File: src/hw/rtl/itgg_pkg.sv
// shared types, constants and codes of the image tile grid generator
// used by every rtl file of the block but itgg_intf, depends on nothing
`default_nettype none

package itgg_pkg;

  // most tiles one image may produce
  localparam int MAX_TILES = 64;

  // queue between the front and back parts
  localparam int QUEUE_DEPTH = 2;
  localparam int QPTR_W      = $clog2(QUEUE_DEPTH);
  localparam int QCNT_W      = $clog2(QUEUE_DEPTH + 1);

  // iterative divider, one quotient bit per cycle
  localparam int DIV_NUM_W  = 24;
  localparam int DIV_DEN_W  = 13;
  localparam int DIV_STEP_W = $clog2(DIV_NUM_W + 1);
  localparam logic [DIV_STEP_W-1:0] DIV_STEPS = DIV_STEP_W'(DIV_NUM_W);

  // configuration reset values
  localparam logic [11:0]        TILE_SIZE_RST = 12'd32;
  localparam logic [11:0]        COUNT_RST     = 12'd0;
  localparam logic signed [12:0] OFFSET_RST    = -13'sd1;
  localparam logic signed [12:0] GAP_RST       = 13'sd0;

  typedef enum logic [2:0] {
    ST_OK          = 3'd0,
    ST_WIDTH_SMALL = 3'd1,
    ST_COLS_SHORT  = 3'd2,
    ST_HEIGHT_SMALL = 3'd3,
    ST_ROWS_SHORT  = 3'd4,
    ST_NO_SIZE     = 3'd5,
    ST_TOO_MANY    = 3'd6
  } status_t;

  typedef enum logic [2:0] {
    REG_TILE_WIDTH   = 3'd0,
    REG_TILE_HEIGHT  = 3'd1,
    REG_COLUMN_COUNT = 3'd2,
    REG_ROW_COUNT    = 3'd3,
    REG_LEFT_OFFSET  = 3'd4,
    REG_TOP_OFFSET   = 3'd5,
    REG_GAP_X        = 3'd6,
    REG_GAP_Y        = 3'd7
  } cfg_reg_t;

  typedef enum logic [3:0] {
    FS_IDLE,
    FS_PREP,
    FS_LAUNCH,
    FS_DIV,
    FS_POST,
    FS_MUL,
    FS_TEST,
    FS_CMUL,
    FS_CADD,
    FS_PUSH
  } front_state_t;

  typedef struct packed {
    logic [11:0]        tile_width;
    logic [11:0]        tile_height;
    logic [11:0]        column_count;
    logic [11:0]        row_count;
    logic signed [12:0] left_offset;
    logic signed [12:0] top_offset;
    logic signed [12:0] gap_x;
    logic signed [12:0] gap_y;
  } cfg_t;

  // one resolved grid, or one error
  typedef struct packed {
    status_t     status;
    logic [11:0] w;
    logic [11:0] h;
    logic [6:0]  cols;
    logic [6:0]  total;
    logic [12:0] step_x;
    logic [12:0] step_y;
    logic [16:0] x0;
    logic [16:0] y0;
  } job_t;

endpackage

`default_nettype wire

File: src/hw/rtl/itgg_intf.sv
// valid/ready channel interfaces: image beats in, tile beats out
// no dependencies
`default_nettype none

interface itgg_img_if;
  logic               valid;
  logic               ready;
  logic [11:0]        image_width;
  logic [11:0]        image_height;
  logic signed [15:0] base_x;
  logic signed [15:0] base_y;

  modport source (output valid, image_width, image_height, base_x, base_y, input ready);
  modport sink   (input valid, image_width, image_height, base_x, base_y, output ready);
endinterface

interface itgg_tile_if;
  logic               valid;
  logic               ready;
  logic signed [16:0] tile_x;
  logic signed [16:0] tile_y;
  logic [11:0]        out_width;
  logic [11:0]        out_height;
  logic [5:0]         tile_index;
  logic [6:0]         tile_count;
  logic               last;
  logic [2:0]         status;

  modport source (output valid, tile_x, tile_y, out_width, out_height, tile_index,
                  tile_count, last, status, input ready);
  modport sink   (input valid, tile_x, tile_y, out_width, out_height, tile_index,
                  tile_count, last, status, output ready);
endinterface

`default_nettype wire

File: src/hw/rtl/itgg_div.sv
// restoring unsigned divider, one quotient bit per cycle
// depends on itgg_pkg
`default_nettype none

module itgg_div (
  input  wire logic                             clk,
  input  wire logic                             rst,
  input  wire logic                             start,
  input  wire logic [itgg_pkg::DIV_NUM_W-1:0]   num,
  input  wire logic [itgg_pkg::DIV_DEN_W-1:0]   den,
  output logic                                  done,
  output logic [itgg_pkg::DIV_NUM_W-1:0]        quot
);

  logic                              busy;
  logic [itgg_pkg::DIV_STEP_W-1:0]   step;
  logic [itgg_pkg::DIV_NUM_W-1:0]    q;
  logic [itgg_pkg::DIV_DEN_W-1:0]    rem;
  logic [itgg_pkg::DIV_DEN_W-1:0]    d;
  logic [itgg_pkg::DIV_DEN_W:0]      trial;
  logic [itgg_pkg::DIV_DEN_W+1:0]    diff;

  // remainder stays below the divisor, so the shifted trial fits one extra bit
  assign trial = {rem, q[itgg_pkg::DIV_NUM_W-1]};
  assign diff  = {1'b0, trial} - {2'b00, d};
  assign quot  = q;

  always_ff @(posedge clk) begin
    if (rst) begin
      busy <= 1'b0;
      done <= 1'b0;
      step <= '0;
    end else begin
      done <= 1'b0;
      if (start) begin
        busy <= 1'b1;
        step <= itgg_pkg::DIV_STEPS;
      end else if (busy) begin
        step <= step - 1'b1;
        if (step == itgg_pkg::DIV_STEP_W'(1)) begin
          busy <= 1'b0;
          done <= 1'b1;
        end
      end
    end
  end

  always_ff @(posedge clk) begin
    if (start) begin
      q   <= num;
      rem <= '0;
      d   <= den;
    end else if (busy) begin
      if (!diff[itgg_pkg::DIV_DEN_W+1]) begin
        rem <= diff[itgg_pkg::DIV_DEN_W-1:0];
        q   <= {q[itgg_pkg::DIV_NUM_W-2:0], 1'b1};
      end else begin
        rem <= trial[itgg_pkg::DIV_DEN_W-1:0];
        q   <= {q[itgg_pkg::DIV_NUM_W-2:0], 1'b0};
      end
    end
  end

endmodule

`default_nettype wire

File: src/hw/rtl/itgg_front.sv
// front part: takes an image beat, checks and resolves both grid axes
// with a shared divider, hands one job to the queue; depends on itgg_pkg,
// itgg_intf and itgg_div
`default_nettype none

module itgg_front #(
  parameter int MAX_TILES = itgg_pkg::MAX_TILES
) (
  input  wire logic            clk,
  input  wire logic            rst,
  input  wire itgg_pkg::cfg_t  cfg,
  itgg_img_if.sink             img,
  output logic                 job_valid,
  input  wire logic            job_ready,
  output itgg_pkg::job_t       job
);

  itgg_pkg::front_state_t state, state_next;
  itgg_pkg::status_t      status;
  itgg_pkg::status_t      code_small, code_short;

  logic                 ax;          // 0 works on x, 1 on y
  logic [11:0]          iw, ih;
  logic signed [15:0]   bx, by;
  logic signed [24:0]   num;
  logic [12:0]          den;
  logic [11:0]          size_x, size_y, cnt_x, cnt_y;
  logic [23:0]          total;
  logic [19:0]          prod;
  logic [16:0]          org_x, org_y;

  // per-axis selection
  logic [11:0]          a_img, a_size_reg, a_cnt_reg, a_off, a_size, a_cnt, cnt_eff;
  logic signed [12:0]   a_off_raw, a_gap;
  logic signed [15:0]   a_base;
  logic                 a_center, derived, nosize;

  logic signed [13:0]   avail, sg, fix_num, step_w;
  logic                 fix_small, fix_short;
  logic signed [25:0]   cm1_gap, num_der_w, der_sg;
  logic                 der_small, der_short, post_err, launch_fail, too_many;
  logic signed [20:0]   cen_v, cen_adj, half;
  logic [16:0]          org_w;
  logic [12:0]          step_x_w, step_y_w;

  logic                 div_start, div_done;
  logic [23:0]          quot;

  itgg_div u_div (
    .clk   (clk),
    .rst   (rst),
    .start (div_start),
    .num   (num[23:0]),
    .den   (den),
    .done  (div_done),
    .quot  (quot)
  );

  always_comb begin
    a_img      = ax ? ih : iw;
    a_size_reg = ax ? cfg.tile_height : cfg.tile_width;
    a_cnt_reg  = ax ? cfg.row_count : cfg.column_count;
    a_off_raw  = ax ? cfg.top_offset : cfg.left_offset;
    a_gap      = ax ? cfg.gap_y : cfg.gap_x;
    a_base     = ax ? by : bx;
    a_size     = ax ? size_y : size_x;
    a_cnt      = ax ? cnt_y : cnt_x;
    a_center   = a_off_raw[12];
    a_off      = a_center ? 12'd0 : a_off_raw[11:0];
    derived    = (a_size_reg == 12'd0);
    cnt_eff    = (a_cnt_reg == 12'd0) ? 12'd1 : a_cnt_reg;
    nosize     = (cfg.tile_width == 12'd0) && (cfg.tile_height == 12'd0) &&
                 (cfg.column_count == 12'd0) && (cfg.row_count == 12'd0);
    if (ax) begin
      code_small = itgg_pkg::ST_HEIGHT_SMALL;
      code_short = itgg_pkg::ST_ROWS_SHORT;
    end else begin
      code_small = itgg_pkg::ST_WIDTH_SMALL;
      code_short = itgg_pkg::ST_COLS_SHORT;
    end
  end

  // room left for tiles after the fixed offset
  assign avail = $signed({2'b00, a_img}) - $signed({2'b00, a_off});

  // fixed tile size
  assign sg        = $signed({2'b00, a_size_reg}) + 14'(a_gap);
  assign fix_small = (sg <= 14'sd0);
  assign fix_short = ($signed({2'b00, a_size_reg}) > avail);
  assign fix_num   = avail - $signed({2'b00, a_size_reg});

  // size from tile count
  assign cm1_gap   = $signed({1'b0, cnt_eff - 12'd1}) * a_gap;
  assign num_der_w = 26'(avail) - cm1_gap;
  assign launch_fail = derived && (num[24] || (num == '0));

  assign der_sg    = $signed({2'b00, quot}) + 26'(a_gap);
  assign der_small = (quot == '0) || (der_sg <= 26'sd0);
  assign der_short = ($signed({2'b00, quot}) > 26'(avail));
  assign post_err  = derived && (der_small || der_short);

  assign too_many  = (total > 24'(MAX_TILES));

  // centering: (image - count*(size+gap) + gap) / 2 toward zero
  assign step_w  = $signed({2'b00, a_size}) + 14'(a_gap);
  assign cen_v   = $signed({9'd0, a_img}) - $signed({1'b0, prod}) + 21'(a_gap);
  assign cen_adj = cen_v + $signed({20'd0, cen_v[20]});
  assign half    = cen_adj >>> 1;
  assign org_w   = a_center ? (half[16:0] + 17'(a_base)) : ({5'd0, a_off} + 17'(a_base));

  assign step_x_w = {1'b0, size_x} + cfg.gap_x[12:0];
  assign step_y_w = {1'b0, size_y} + cfg.gap_y[12:0];

  // next state
  always_comb begin
    state_next = state;
    unique case (state)
      itgg_pkg::FS_IDLE: begin
        if (img.valid) begin
          state_next = nosize ? itgg_pkg::FS_PUSH : itgg_pkg::FS_PREP;
        end
      end
      itgg_pkg::FS_PREP: begin
        if (!derived && (fix_small || fix_short)) begin
          state_next = itgg_pkg::FS_PUSH;
        end else begin
          state_next = itgg_pkg::FS_LAUNCH;
        end
      end
      itgg_pkg::FS_LAUNCH: begin
        state_next = launch_fail ? itgg_pkg::FS_PUSH : itgg_pkg::FS_DIV;
      end
      itgg_pkg::FS_DIV: begin
        if (div_done) begin
          state_next = itgg_pkg::FS_POST;
        end
      end
      itgg_pkg::FS_POST: begin
        if (post_err) begin
          state_next = itgg_pkg::FS_PUSH;
        end else begin
          state_next = ax ? itgg_pkg::FS_MUL : itgg_pkg::FS_PREP;
        end
      end
      itgg_pkg::FS_MUL: begin
        state_next = itgg_pkg::FS_TEST;
      end
      itgg_pkg::FS_TEST: begin
        state_next = too_many ? itgg_pkg::FS_PUSH : itgg_pkg::FS_CMUL;
      end
      itgg_pkg::FS_CMUL: begin
        state_next = itgg_pkg::FS_CADD;
      end
      itgg_pkg::FS_CADD: begin
        state_next = ax ? itgg_pkg::FS_PUSH : itgg_pkg::FS_CMUL;
      end
      itgg_pkg::FS_PUSH: begin
        if (job_ready) begin
          state_next = itgg_pkg::FS_IDLE;
        end
      end
      default: begin
        state_next = itgg_pkg::FS_IDLE;
      end
    endcase
  end

  // outputs
  always_comb begin
    img.ready = (state == itgg_pkg::FS_IDLE) && !rst;
    div_start = (state == itgg_pkg::FS_LAUNCH) && !launch_fail;
    job_valid = (state == itgg_pkg::FS_PUSH);
  end

  always_comb begin
    job        = '0;
    job.status = status;
    if (status == itgg_pkg::ST_OK) begin
      job.w      = size_x;
      job.h      = size_y;
      job.cols   = cnt_x[6:0];
      job.total  = total[6:0];
      job.step_x = step_x_w;
      job.step_y = step_y_w;
      job.x0     = org_x;
      job.y0     = org_y;
    end
  end

  always_ff @(posedge clk) begin
    if (rst) begin
      state <= itgg_pkg::FS_IDLE;
    end else begin
      state <= state_next;
    end
  end

  always_ff @(posedge clk) begin
    unique case (state)
      itgg_pkg::FS_IDLE: begin
        if (img.valid) begin
          iw <= img.image_width;
          ih <= img.image_height;
          bx <= img.base_x;
          by <= img.base_y;
          ax <= 1'b0;
          if (nosize) begin
            status <= itgg_pkg::ST_NO_SIZE;
          end else begin
            status <= itgg_pkg::ST_OK;
          end
        end
      end
      itgg_pkg::FS_PREP: begin
        if (derived) begin
          num <= num_der_w[24:0];
          den <= {1'b0, cnt_eff};
        end else begin
          num <= 25'(fix_num);
          den <= sg[12:0];
          if (fix_small) begin
            status <= code_small;
          end else if (fix_short) begin
            status <= code_short;
          end
        end
      end
      itgg_pkg::FS_LAUNCH: begin
        if (launch_fail) begin
          status <= code_small;
        end
      end
      itgg_pkg::FS_DIV: begin
      end
      itgg_pkg::FS_POST: begin
        if (derived) begin
          if (der_small) begin
            status <= code_small;
          end else if (der_short) begin
            status <= code_short;
          end
        end
        if (!post_err) begin
          if (ax) begin
            size_y <= derived ? quot[11:0] : a_size_reg;
            cnt_y  <= derived ? cnt_eff : quot[11:0] + 12'd1;
          end else begin
            size_x <= derived ? quot[11:0] : a_size_reg;
            cnt_x  <= derived ? cnt_eff : quot[11:0] + 12'd1;
            ax     <= 1'b1;
          end
        end
      end
      itgg_pkg::FS_MUL: begin
        total <= cnt_x * cnt_y;
      end
      itgg_pkg::FS_TEST: begin
        if (too_many) begin
          status <= itgg_pkg::ST_TOO_MANY;
        end else begin
          ax <= 1'b0;
        end
      end
      itgg_pkg::FS_CMUL: begin
        prod <= a_cnt[6:0] * step_w[12:0];
      end
      itgg_pkg::FS_CADD: begin
        if (ax) begin
          org_y <= org_w;
        end else begin
          org_x <= org_w;
          ax    <= 1'b1;
        end
      end
      itgg_pkg::FS_PUSH: begin
      end
      default: begin
      end
    endcase
  end

endmodule

`default_nettype wire

File: src/hw/rtl/itgg_queue.sv
// small job queue between the front and back parts
// depends on itgg_pkg
`default_nettype none

module itgg_queue (
  input  wire logic            clk,
  input  wire logic            rst,
  input  wire logic            in_valid,
  output logic                 in_ready,
  input  wire itgg_pkg::job_t  in_job,
  output logic                 out_valid,
  input  wire logic            out_ready,
  output itgg_pkg::job_t       out_job
);

  itgg_pkg::job_t                   slots [itgg_pkg::QUEUE_DEPTH];
  logic [itgg_pkg::QPTR_W-1:0]      wr_ptr, rd_ptr;
  logic [itgg_pkg::QCNT_W-1:0]      fill;
  logic                             push, pop;

  assign in_ready  = (fill != itgg_pkg::QCNT_W'(itgg_pkg::QUEUE_DEPTH));
  assign out_valid = (fill != '0);
  assign out_job   = slots[rd_ptr];
  assign push      = in_valid && in_ready;
  assign pop       = out_valid && out_ready;

  always_ff @(posedge clk) begin
    if (rst) begin
      wr_ptr <= '0;
      rd_ptr <= '0;
      fill   <= '0;
    end else begin
      if (push) begin
        wr_ptr <= wr_ptr + 1'b1;
      end
      if (pop) begin
        rd_ptr <= rd_ptr + 1'b1;
      end
      if (push && !pop) begin
        fill <= fill + 1'b1;
      end else if (pop && !push) begin
        fill <= fill - 1'b1;
      end
    end
  end

  always_ff @(posedge clk) begin
    if (push) begin
      slots[wr_ptr] <= in_job;
    end
  end

endmodule

`default_nettype wire

File: src/hw/rtl/itgg_back.sv
// back part: walks one job row-major and drives tile beats through an
// output register; depends on itgg_pkg and itgg_intf
`default_nettype none

module itgg_back (
  input  wire logic            clk,
  input  wire logic            rst,
  input  wire logic            job_valid,
  output logic                 job_ready,
  input  wire itgg_pkg::job_t  job,
  itgg_tile_if.source          tile
);

  itgg_pkg::job_t cur;
  logic           busy;
  logic [6:0]     col;
  logic [5:0]     idx;
  logic [16:0]    x, y;
  logic           load, emit, is_last;

  assign load      = !busy && job_valid;
  assign job_ready = load;
  assign emit      = busy && (!tile.valid || tile.ready);
  // an error job is a single beat
  assign is_last   = (cur.status != itgg_pkg::ST_OK) || (({1'b0, idx} + 7'd1) == cur.total);

  always_ff @(posedge clk) begin
    if (rst) begin
      busy       <= 1'b0;
      tile.valid <= 1'b0;
    end else begin
      if (load) begin
        busy <= 1'b1;
      end else if (emit && is_last) begin
        busy <= 1'b0;
      end
      if (emit) begin
        tile.valid <= 1'b1;
      end else if (tile.ready) begin
        tile.valid <= 1'b0;
      end
    end
  end

  always_ff @(posedge clk) begin
    if (load) begin
      cur <= job;
      col <= '0;
      idx <= '0;
      x   <= job.x0;
      y   <= job.y0;
    end else if (emit && !is_last) begin
      idx <= idx + 6'd1;
      if ((col + 7'd1) == cur.cols) begin
        col <= '0;
        x   <= cur.x0;
        y   <= y + {4'd0, cur.step_y};
      end else begin
        col <= col + 7'd1;
        x   <= x + {4'd0, cur.step_x};
      end
    end
  end

  always_ff @(posedge clk) begin
    if (emit) begin
      tile.tile_x     <= x;
      tile.tile_y     <= y;
      tile.out_width  <= cur.w;
      tile.out_height <= cur.h;
      tile.tile_index <= idx;
      tile.tile_count <= cur.total;
      tile.last       <= is_last;
      tile.status     <= cur.status;
    end
  end

endmodule

`default_nettype wire

File: src/hw/rtl/image_tile_grid_generator_core.sv
// top level of the image tile grid generator: configuration registers,
// front, job queue and back; depends on itgg_pkg, itgg_intf, itgg_div,
// itgg_front, itgg_queue and itgg_back
`default_nettype none

// One image beat (width, height, base location) produces a row-major run of
// tile beats, each with its rectangle, index, the image's tile count and a
// last flag, or a single error beat with a status code and last set. Tile
// sizes come from the tile_width/tile_height registers or are derived from
// column_count/row_count and the gap; a negative offset centers the grid.
// When both axes pass, the front resolves an image in order: each axis runs
// the shared 24-step restoring divider, then the tile count test follows and
// a multiply and an add give each axis its origin; a failed check ends it
// early. The back then emits one tile beat per cycle while the output is
// taken, and picks up the next job only after the last beat of the current
// one. A two-entry job queue sits between the two, so the front
// resolves the next image while the back is still emitting. Results leave
// through an output register; while a finished beat waits to be taken, the
// front keeps accepting and resolving images until the job queue is full.
// Registers are written through cfg_write, cfg_index and cfg_data and must
// only change while the block is idle.
module image_tile_grid_generator_core #(
  parameter int MAX_TILES = itgg_pkg::MAX_TILES
) (
  input  wire logic        clk,
  input  wire logic        rst,
  input  wire logic        cfg_write,
  input  wire logic [2:0]  cfg_index,
  input  wire logic [12:0] cfg_data,
  itgg_img_if.sink         img,
  itgg_tile_if.source      tile
);

  itgg_pkg::cfg_t cfg;

  // front to queue
  logic           fq_valid, fq_ready;
  itgg_pkg::job_t fq_job;
  // queue to back
  logic           qb_valid, qb_ready;
  itgg_pkg::job_t qb_job;

  // configuration registers, reset to their documented defaults
  always_ff @(posedge clk) begin
    if (rst) begin
      cfg.tile_width   <= itgg_pkg::TILE_SIZE_RST;
      cfg.tile_height  <= itgg_pkg::TILE_SIZE_RST;
      cfg.column_count <= itgg_pkg::COUNT_RST;
      cfg.row_count    <= itgg_pkg::COUNT_RST;
      cfg.left_offset  <= itgg_pkg::OFFSET_RST;
      cfg.top_offset   <= itgg_pkg::OFFSET_RST;
      cfg.gap_x        <= itgg_pkg::GAP_RST;
      cfg.gap_y        <= itgg_pkg::GAP_RST;
    end else if (cfg_write) begin
      unique case (itgg_pkg::cfg_reg_t'(cfg_index))
        itgg_pkg::REG_TILE_WIDTH:   cfg.tile_width   <= cfg_data[11:0];
        itgg_pkg::REG_TILE_HEIGHT:  cfg.tile_height  <= cfg_data[11:0];
        itgg_pkg::REG_COLUMN_COUNT: cfg.column_count <= cfg_data[11:0];
        itgg_pkg::REG_ROW_COUNT:    cfg.row_count    <= cfg_data[11:0];
        itgg_pkg::REG_LEFT_OFFSET:  cfg.left_offset  <= cfg_data;
        itgg_pkg::REG_TOP_OFFSET:   cfg.top_offset   <= cfg_data;
        itgg_pkg::REG_GAP_X:        cfg.gap_x        <= cfg_data;
        itgg_pkg::REG_GAP_Y:        cfg.gap_y        <= cfg_data;
        default: begin
        end
      endcase
    end
  end

  // checks, divisions and centering for one image at a time
  itgg_front #(
    .MAX_TILES (MAX_TILES)
  ) u_front (
    .clk       (clk),
    .rst       (rst),
    .cfg       (cfg),
    .img       (img),
    .job_valid (fq_valid),
    .job_ready (fq_ready),
    .job       (fq_job)
  );

  // decouples the resolving front from the emitting back
  itgg_queue u_queue (
    .clk       (clk),
    .rst       (rst),
    .in_valid  (fq_valid),
    .in_ready  (fq_ready),
    .in_job    (fq_job),
    .out_valid (qb_valid),
    .out_ready (qb_ready),
    .out_job   (qb_job)
  );

  // one tile beat per cycle while the output is taken, row-major
  itgg_back u_back (
    .clk       (clk),
    .rst       (rst),
    .job_valid (qb_valid),
    .job_ready (qb_ready),
    .job       (qb_job),
    .tile      (tile)
  );

  // an error is reported as one closing beat with a zero count
  a_error_single: assert property (@(posedge clk) disable iff (rst)
    (tile.valid && (tile.status != itgg_pkg::ST_OK)) |-> (tile.last && (tile.tile_count == 7'd0)))
    else $error("error beat not closing or count not zero");

  // the closing tile of a grid carries the highest index
  a_last_index: assert property (@(posedge clk) disable iff (rst)
    (tile.valid && tile.last && (tile.status == itgg_pkg::ST_OK))
      |-> (({1'b0, tile.tile_index} + 7'd1) == tile.tile_count))
    else $error("last tile index does not match tile count");

  // tile indexes stay inside the grid
  a_index_range: assert property (@(posedge clk) disable iff (rst)
    (tile.valid && (tile.status == itgg_pkg::ST_OK))
      |-> ({1'b0, tile.tile_index} < tile.tile_count))
    else $error("tile index beyond tile count");

  // the queue never sees a job offered to a full queue being lost
  a_front_holds: assert property (@(posedge clk) disable iff (rst)
    (fq_valid && !fq_ready) |=> (fq_valid && $stable(fq_job)))
    else $error("front dropped or changed a waiting job");

endmodule

`default_nettype wire
File: src/flat_wrapper.sv
// flat-port wrapper written by rule: the top's interface ports become plain ports
module image_tile_grid_generator_core_flat 
#(
  parameter int MAX_TILES = itgg_pkg::MAX_TILES
)
  (clk, rst, cfg_write, cfg_index, cfg_data, img_valid, img_image_width, img_image_height, img_base_x, img_base_y, img_ready, tile_valid, tile_tile_x, tile_tile_y, tile_out_width, tile_out_height, tile_tile_index, tile_tile_count, tile_last, tile_status, tile_ready);
  itgg_img_if img_i ();
  itgg_tile_if tile_i ();
  input  wire logic clk;
  input  wire logic rst;
  input  wire logic cfg_write;
  input  wire logic [2:0] cfg_index;
  input  wire logic [12:0] cfg_data;
  input wire logic [$bits(img_i.valid)-1:0] img_valid;
  input wire logic [$bits(img_i.image_width)-1:0] img_image_width;
  input wire logic [$bits(img_i.image_height)-1:0] img_image_height;
  input wire logic [$bits(img_i.base_x)-1:0] img_base_x;
  input wire logic [$bits(img_i.base_y)-1:0] img_base_y;
  output wire logic [$bits(img_i.ready)-1:0] img_ready;
  output wire logic [$bits(tile_i.valid)-1:0] tile_valid;
  output wire logic [$bits(tile_i.tile_x)-1:0] tile_tile_x;
  output wire logic [$bits(tile_i.tile_y)-1:0] tile_tile_y;
  output wire logic [$bits(tile_i.out_width)-1:0] tile_out_width;
  output wire logic [$bits(tile_i.out_height)-1:0] tile_out_height;
  output wire logic [$bits(tile_i.tile_index)-1:0] tile_tile_index;
  output wire logic [$bits(tile_i.tile_count)-1:0] tile_tile_count;
  output wire logic [$bits(tile_i.last)-1:0] tile_last;
  output wire logic [$bits(tile_i.status)-1:0] tile_status;
  input wire logic [$bits(tile_i.ready)-1:0] tile_ready;
  assign img_i.valid = img_valid;
  assign img_i.image_width = img_image_width;
  assign img_i.image_height = img_image_height;
  assign img_i.base_x = img_base_x;
  assign img_i.base_y = img_base_y;
  assign img_ready = img_i.ready;
  assign tile_valid = tile_i.valid;
  assign tile_tile_x = tile_i.tile_x;
  assign tile_tile_y = tile_i.tile_y;
  assign tile_out_width = tile_i.out_width;
  assign tile_out_height = tile_i.out_height;
  assign tile_tile_index = tile_i.tile_index;
  assign tile_tile_count = tile_i.tile_count;
  assign tile_last = tile_i.last;
  assign tile_status = tile_i.status;
  assign tile_i.ready = tile_ready;
  image_tile_grid_generator_core #(.MAX_TILES(MAX_TILES)) u_core (.clk(clk), .rst(rst), .cfg_write(cfg_write), .cfg_index(cfg_index), .cfg_data(cfg_data), .img(img_i), .tile(tile_i));
endmodule
File: config.mk
export PLATFORM = sky130hd
export DESIGN_NAME = image_tile_grid_generator_core_flat
export DESIGN_NICKNAME = d
export VERILOG_FILES = /design/src/hw/rtl/itgg_pkg.sv /design/src/hw/rtl/itgg_intf.sv /design/src/hw/rtl/itgg_div.sv /design/src/hw/rtl/itgg_front.sv /design/src/hw/rtl/itgg_queue.sv /design/src/hw/rtl/itgg_back.sv /design/src/hw/rtl/image_tile_grid_generator_core.sv /design/src/flat_wrapper.sv
export SDC_FILE = /design/constraint.sdc
export NUM_CORES = 2
export LEC_CHECK = 0
export BUFFER_PORTS_ARGS = -buffer_cell sky130_fd_sc_hd__buf_4
export CORE_UTILIZATION = 30
export DETAILED_ROUTE_END_ITERATION = 10
export HOLD_SLACK_MARGIN = 0.12
export SKIP_CTS_REPAIR_TIMING = 1
export SLEW_MARGIN = 20
export SYNTH_ARGS = -nofsm -noshare
export SYNTH_HDL_FRONTEND = slang
export SYNTH_SLANG_ARGS = --single-unit
export TNS_END_PERCENT = 20
File: constraint.sdc
create_clock -name clk -period 11.35 [get_ports clk]
set_input_delay 2.27 -clock clk [delete_from_list [all_inputs] [get_ports clk]]
set_output_delay 2.27 -clock clk [all_outputs]
set_load 0.02 [all_outputs]
Word level (Yosys, flattened, before mapping)
Memory sizes are Yosys's and may differ from the RTL's. A register that Yosys moved wholly into a read port is not among the register bits.
Index checks and enable logic that the tools add are counted.
{"block": "classes", "n_addsub": 26, "mul": 3, "n_lt_le_gt_ge": 5, "n_eq_ne": 31, "mux": 71, "bitwise_logic": 3, "reduce_logical": 70}
{"operator": "17-bit 2-to-1 mux", "n": 7}
{"operator": "12-bit 2-to-1 mux", "n": 9}
{"operator": "98-bit 2-to-1 mux", "n": 1}
{"operator": "12-bit zero test", "n": 6}
{"operator": "24-bit 2-to-1 mux", "n": 2}
{"operator": "4-bit one-hot mux with 10 select lines", "n": 1}
{"operator": "13-bit 2-to-1 mux", "n": 3}
{"operator": "3-bit 2-to-1 mux", "n": 12}
{"operator": "4-bit 2-to-1 mux", "n": 9}
{"operator": "17-bit by 13-bit adder with 17-bit output", "n": 2}
{"operator": "12-bit by 13-bit adder with 13-bit output", "n": 2}
{"operator": "25-bit by 13-bit adder with 26-bit output", "n": 1}
{"operator": "26-bit by 1-bit less-or-equal comparator with 1-bit output, second input constant", "n": 1}
{"operator": "25-bit by 13-bit greater-than comparator with 1-bit output", "n": 1}
{"operator": "25-bit zero test", "n": 1}
{"operator": "13-bit by 13-bit multiplier with 25-bit output", "n": 1}
{"operator": "25-bit 2-to-1 mux", "n": 1}
{"operator": "13-bit by 25-bit subtractor with 25-bit output", "n": 1}
{"operator": "24-bit by 7-bit greater-than comparator with 1-bit output, second input constant", "n": 1}
{"operator": "24-bit zero test", "n": 1}
{"operator": "12-bit by 12-bit multiplier with 24-bit output", "n": 1}
{"operator": "2-bit AND reduction", "n": 12}
{"operator": "21-bit by 13-bit adder with 21-bit output", "n": 1}
{"operator": "12-bit by 20-bit subtractor with 21-bit output", "n": 1}
{"operator": "54 further kinds", "n": 131}
{"block": "totals", "ff_bits": 597, "ramBits": 202, "in_bits": 77, "out_inout_bits": 77, "word_cells": 268, "n_memories": 1}
{"name": "u_core.u_queue.slots", "words": 2, "width": 101, "rd": 1, "rd_clocked_by_memory_dff": 1, "wr": 1, "line_no": "itgg_queue.sv:16", "source": "itgg_pkg::job_t slots [itgg_pkg::QUEUE_DEPTH];"}

Logic depth before layout (Yosys ltp)
{"block": "logic_depth", "depth_word": 8, "mapped_depth": 43, "mapped_depth_nobuf": 35}

Modules after synthesis
From an unflattened synthesis, not the netlist that was laid out.
{"block": "unflattened", "hier_cells": 5057, "hier_area_um2": 55049.0}
{"module": "itgg_front", "n_inst": 1, "cells_per_inst": 3481, "area_per_inst_um2": 31813.0, "seq_area_each_um2": 6806.5}
{"module": "itgg_back", "n_inst": 1, "cells_per_inst": 606, "area_per_inst_um2": 8715.9, "seq_area_each_um2": 6095.8}
{"module": "itgg_queue", "n_inst": 1, "cells_per_inst": 338, "area_per_inst_um2": 7539.7, "seq_area_each_um2": 6165.9}
{"module": "image_tile_grid_generator_core", "n_inst": 1, "cells_per_inst": 367, "area_per_inst_um2": 3938.8, "seq_area_each_um2": 2001.9}
{"module": "itgg_div", "n_inst": 1, "cells_per_inst": 265, "area_per_inst_um2": 3041.7, "seq_area_each_um2": 1511.4}

Worst setup path after synthesis
No wires, ideal clock.
{"block": "synth_path", "path_type": "register to register", "from": "register u_core.u_front.ax", "to": "register u_core.u_front.num[21] (data pin)", "setup_ps": 271, "t_arrival_ps": 9897, "required_ps": 11079, "slack_ps": 1182, "path_stages_with_launch": 41, "path_buffers": 8, "synth_period_minus_slack_ps": 10168, "path_cell_list": "edfxtp_1 -> buf_2 -> buf_4 -> buf_4 -> buf_2 -> buf_2 -> buf_2 -> buf_2 -> buf_1 -> mux2i_1 -> nor2_1 -> ha_1 -> inv_1 -> fa_1 -> a21o_1 -> a21oi_1 -> o21ai_0 -> o31a_1 -> [... 5 more ...] -> inv_1 -> fa_1 -> fa_1 -> fa_1 -> inv_1 -> fa_1 -> inv_1 -> ha_1 -> a21o_1 -> a21o_1 -> a21oi_1 -> nand2_1 -> a41oi_1 -> nor3_1 -> or3_1 -> a21oi_1 -> xor2_1 -> o21ai_0"}
{"block": "synth_between", "elab_chain_cells": 7, "word_cells_on_any_way": 15, "classes_between": "4 x add/sub; 1 x mul; 8 x mux; 2 x reduce/logical"}
{"item": "from (decl)", "line_no": "itgg_front.sv:22", "source": "logic ax;"}
{"item": "from (signal assigned)", "line_no": "itgg_front.sv:206", "source": "ax <= 1'b0;"}
{"item": "from (signal assigned)", "line_no": "itgg_front.sv:250", "source": "ax <= 1'b1;"}
{"item": "from (signal assigned)", "line_no": "itgg_front.sv:261", "source": "ax <= 1'b0;"}
{"item": "12-bit 2-to-1 mux", "line_no": "itgg_front.sv:62", "source": "a_cnt_reg = ax ? cfg.row_count : cfg.column_count;"}
{"item": "12-bit zero test", "line_no": "itgg_front.sv:71", "source": "cnt_eff = (a_cnt_reg == 12'd0) ? 12'd1 : a_cnt_reg;"}
{"item": "12-bit 2-to-1 mux", "line_no": "itgg_front.sv:71"}
{"item": "12-bit by 1-bit subtractor with 12-bit output", "line_no": "itgg_front.sv:93", "source": "assign cm1_gap = $signed({1'b0, cnt_eff - 12'd1}) * a_gap;"}
{"item": "13-bit by 13-bit multiplier with 25-bit output", "line_no": "itgg_front.sv:93"}
{"item": "13-bit by 25-bit subtractor with 25-bit output", "line_no": "itgg_front.sv:94", "source": "assign num_der_w = 26'(avail) - cm1_gap;"}
{"item": "25-bit 2-to-1 mux (*)", "line_no": "itgg_front.sv:215", "source": "if (derived) begin"}
{"item": "to (signal assigned)", "line_no": "itgg_front.sv:216", "source": "num <= num_der_w[24:0];"}
{"item": "to (signal assigned)", "line_no": "itgg_front.sv:219", "source": "num <= 25'(fix_num);"}
{"item": "to (decl)", "line_no": "itgg_front.sv:25", "source": "logic signed [24:0] num;"}
Mark *: on every way between the ends. The rest lies on a longest branch, timed or not.
A chain may end at the register's enable or synchronous reset.

Worst setup path in the final report
Ends and elaborated chain as after synthesis.

==> flow_summary.toml <==
[timing]
grt_setup_unrepaired = "no"
setup_viol = 0
timing.final.ws_setup_ps = 1330
final_min_period_over_clock_period = 0.883
finalHoldViolCount = 0
max_freq_mhz = 99.8
setup_tns_ps = 0
worst_slew_pin_slew_ps = 1190
slew_viol_final = 0
skew_ps = 43.4
max_slew_margin = 0.198
post-route-min-period_ps = 10020

[die]
start_util = 0.303
die_w_um = 428
die_area_mm2 = 0.183
rows = 155
ios = 154
core-area_mm2 = 0.179
die_y_um = 428

[routing]
drt_iter0_drc = 2801
routed_wl_um = 143000
drtPass1Iterations = 6
routedWlPerCell_um = 18.4
route.detailed.drc = 0
dr_total_vias = 38045
ant_nets = 0
viasPerCell = 4.92

[synth]
synth_area_per_cell_um2 = 10.5
async_flop_share = 0
syn-num-nets = 5988
synth_edf_count = 656
netlist_instances = 5184
ys.flop_type = "edfxtp_1"
synth_seq_area_share = 0.416
synth-seq-cells = 800
syn_area_mm2 = 0.0543
ys_warn_count = 0
ys_types = 88

[clock_network]
clock-sinks = 800
clkLatencyLatePin_ps = 690
cts_root_buf = "clkbuf_16"
cts_max_path_buffers = 3
clk_pin_slew_worst_paths_ps = 60
cts_buffers = 89
ctsHtreeMaxLevel = 3
cts_tree = "built"

[status]
outcome = "complete, no violations"

[place]
gp_congestion = 0.926
port_buffers = 153
dp_hpwl_um = 109000
dp_slack_ps = 1460

[flow_run]
drv_cap = 0

[grt]
grt_pass1_vias = 36971
track_usage = 0.153
grt_max_degree = 102
grt_first_pass_wirelength_um = 217000
antenna_found_initial = 8
grt-ovfl-total = 0

[final_layout]
drive_gt1_frac = 0.103
nets = 6106
fillers = 17929
area_growth_pct = 13.0
final_common_cell = "edfxtp_1"
layout_common_cells = "656 x edfxtp_1, 606 x nand2_1, 554 x inv_1"

[worst_setup_path]
crit_path_max_incr_delay_ps = 860
end_kind = "register"
required_ps = 11710
crit_start = "u_core.u_front.ax"
arrival_ps = 10390
critPathLaunchType = "register"
worstSetupPathType = "register to register"
r2r_start = "u_core.u_front.ax"
cp_max_fo = 15
crit_slowest_cell = "edfxtp_1"
cp_common_cell = "fa_1"

[power_and_ir_drop]
leakage_nw = 24.5
powerDensity_mw_per_mm2 = 285
vdd_drop_max_mv = 0.213

[hold_path]
hold_path.class = "register to register"
hold_start = "u_core.u_front.den[9]"
-- cell families after synthesis --
logic type | synth area share
muxes | 0.0424
adders and majority gates | 0.210
AOI/OAI and AO/OA | 0.100
buffers and inverters | 0.0522
xor gates and xnor gates | 0.0400
DFF | 0.416
and+or+nand+nor | 0.139
-- worst max-delay path: cells and delay by family (launching register included) --
| kind | cells | cell delay (ps) |
|---|---|---|
| XOR/XNOR | 2 | 820 |
| AND/OR/NAND/NOR | 10 | 2060 |
| flip-flops | 1 | 860 |
| buffers and inverters | 6 | 840 |
| adder cells (fa/ha/maj) | 7 | 3300 |
| multiplexers | 1 | 480 |
| AO/OA/AOI/OAI | 5 | 1330 |
-- where the power goes --
group          switching, mW  internal, mW  leakage, nW
Sequential             0.400          4.42         7.24
Clock                   1.26          1.80         1.51
Combinational           5.74          3.89         15.8
-- sequential cells by signal, indices dropped and copies added, names as in the netlist, 17 cells and up, named ones only --
signal                     cells
u_core.u_back.y               17
u_core.cfg                   100
u_core.u_front.org_x          17
u_core.u_back.tile.tile_y     17
u_core.u_front.prod           20
u_core.u_queue.slots         202
u_core.u_front.num            25
u_core.u_front.total          24
u_core.u_front.org_y          17
u_core.u_back.tile.tile_x     17
u_core.u_back.cur             84
u_core.u_front.u_div.quot     24
u_core.u_back.x               17
-- stage by stage --
| stage | std cells | utilization | hold slack (ps) | total power, mW | instance area (um2) |
|---|---|---|---|---|---|
| after global routing | 7738 | 0.343 | 403 | 19.0 | 61400 |
| after detailed placement | 7566 | 0.325 | 405 | 14.5 | 58200 |
| after CTS | 7733 | 0.342 | 397 | 17.6 | 61400 |
| final | 7738 | 0.343 | 401 | 17.5 | 61400 |
| after global placement | 7566 | 0.325 | 402 | 14.3 | 58200 |
| after floorplan | 5184 | - | 400 | 12.0 | 54300 |
-- path summary, 6_finish.rpt --
path | endpoint | slack [ps] | cells past startpoint
worst max-delay path | u_core.u_front.num[21] | 1330 | 31
worst min-delay path | u_core.u_front.u_div.d[9] | 400 | 0
worst max register to register | u_core.u_front.num[21] | 1330 | 31
worst min register to register | u_core.u_front.u_div.d[9] | 400 | 0
-- cell type report --
| cell class | instances | area [um2] | share of cell area |
|---|---|---|---|
| multi-input combinational | 3638 | 29000 | 0.473 |
| timing repair buffer | 211 | 1580 | 0.0258 |
| inverter | 562 | 2110 | 0.0344 |
| clock inverter | 68 | 825 | 0.0134 |
| clock buffer | 99 | 2300 | 0.0374 |
| tap | 2355 | 2950 | 0.0480 |
| antenna | 5 | 12.5 | 0.000204 |
| sequential | 800 | 22600 | 0.368 |
-- metal layers --
metal  up-vias  global-route usage  part of all wire
li1      18160                   -                 -
met1     18686               0.208              0.44
met2      1016               0.252              0.48
met3       181              0.0186             0.053
met4         2              0.0494             0.026
met5         -                   0          0.000091
-- synthesized netlist by cell type, types with 27 or more instances --
| library cell | count | area share |
|---|---|---|
| nand2_1 | 606 | 0.042 |
| a211o_1 | 38 | 0.0061 |
| o21bai_1 | 36 | 0.0050 |
| a21o_1 | 60 | 0.0083 |
| inv_1 | 555 | 0.038 |
| ha_1 | 416 | 0.096 |
| nand4_1 | 27 | 0.0031 |
| edfxtp_1 | 656 | 0.36 |
| o21a_1 | 42 | 0.0058 |
| nor2b_1 | 65 | 0.0075 |
| a211oi_1 | 31 | 0.0043 |
| xor2_1 | 86 | 0.014 |
| nor4_1 | 37 | 0.0043 |
| xnor2_1 | 158 | 0.025 |
| mux2i_1 | 74 | 0.014 |
| fa_1 | 311 | 0.11 |
| o21ai_0 | 182 | 0.017 |
| dfxtp_1 | 144 | 0.053 |
| a21oi_1 | 287 | 0.026 |
| nand3_1 | 78 | 0.0072 |
| nor3_1 | 85 | 0.0078 |
| a31oi_1 | 29 | 0.0033 |
| or3_1 | 35 | 0.0040 |
| mux2_2 | 139 | 0.029 |
| clkbuf_1 | 145 | 0.010 |
| nand2b_1 | 46 | 0.0053 |
| nor2_1 | 333 | 0.023 |
| and2_1 | 172 | 0.020 |
Note: power is estimated with default switching activity, not from simulation.
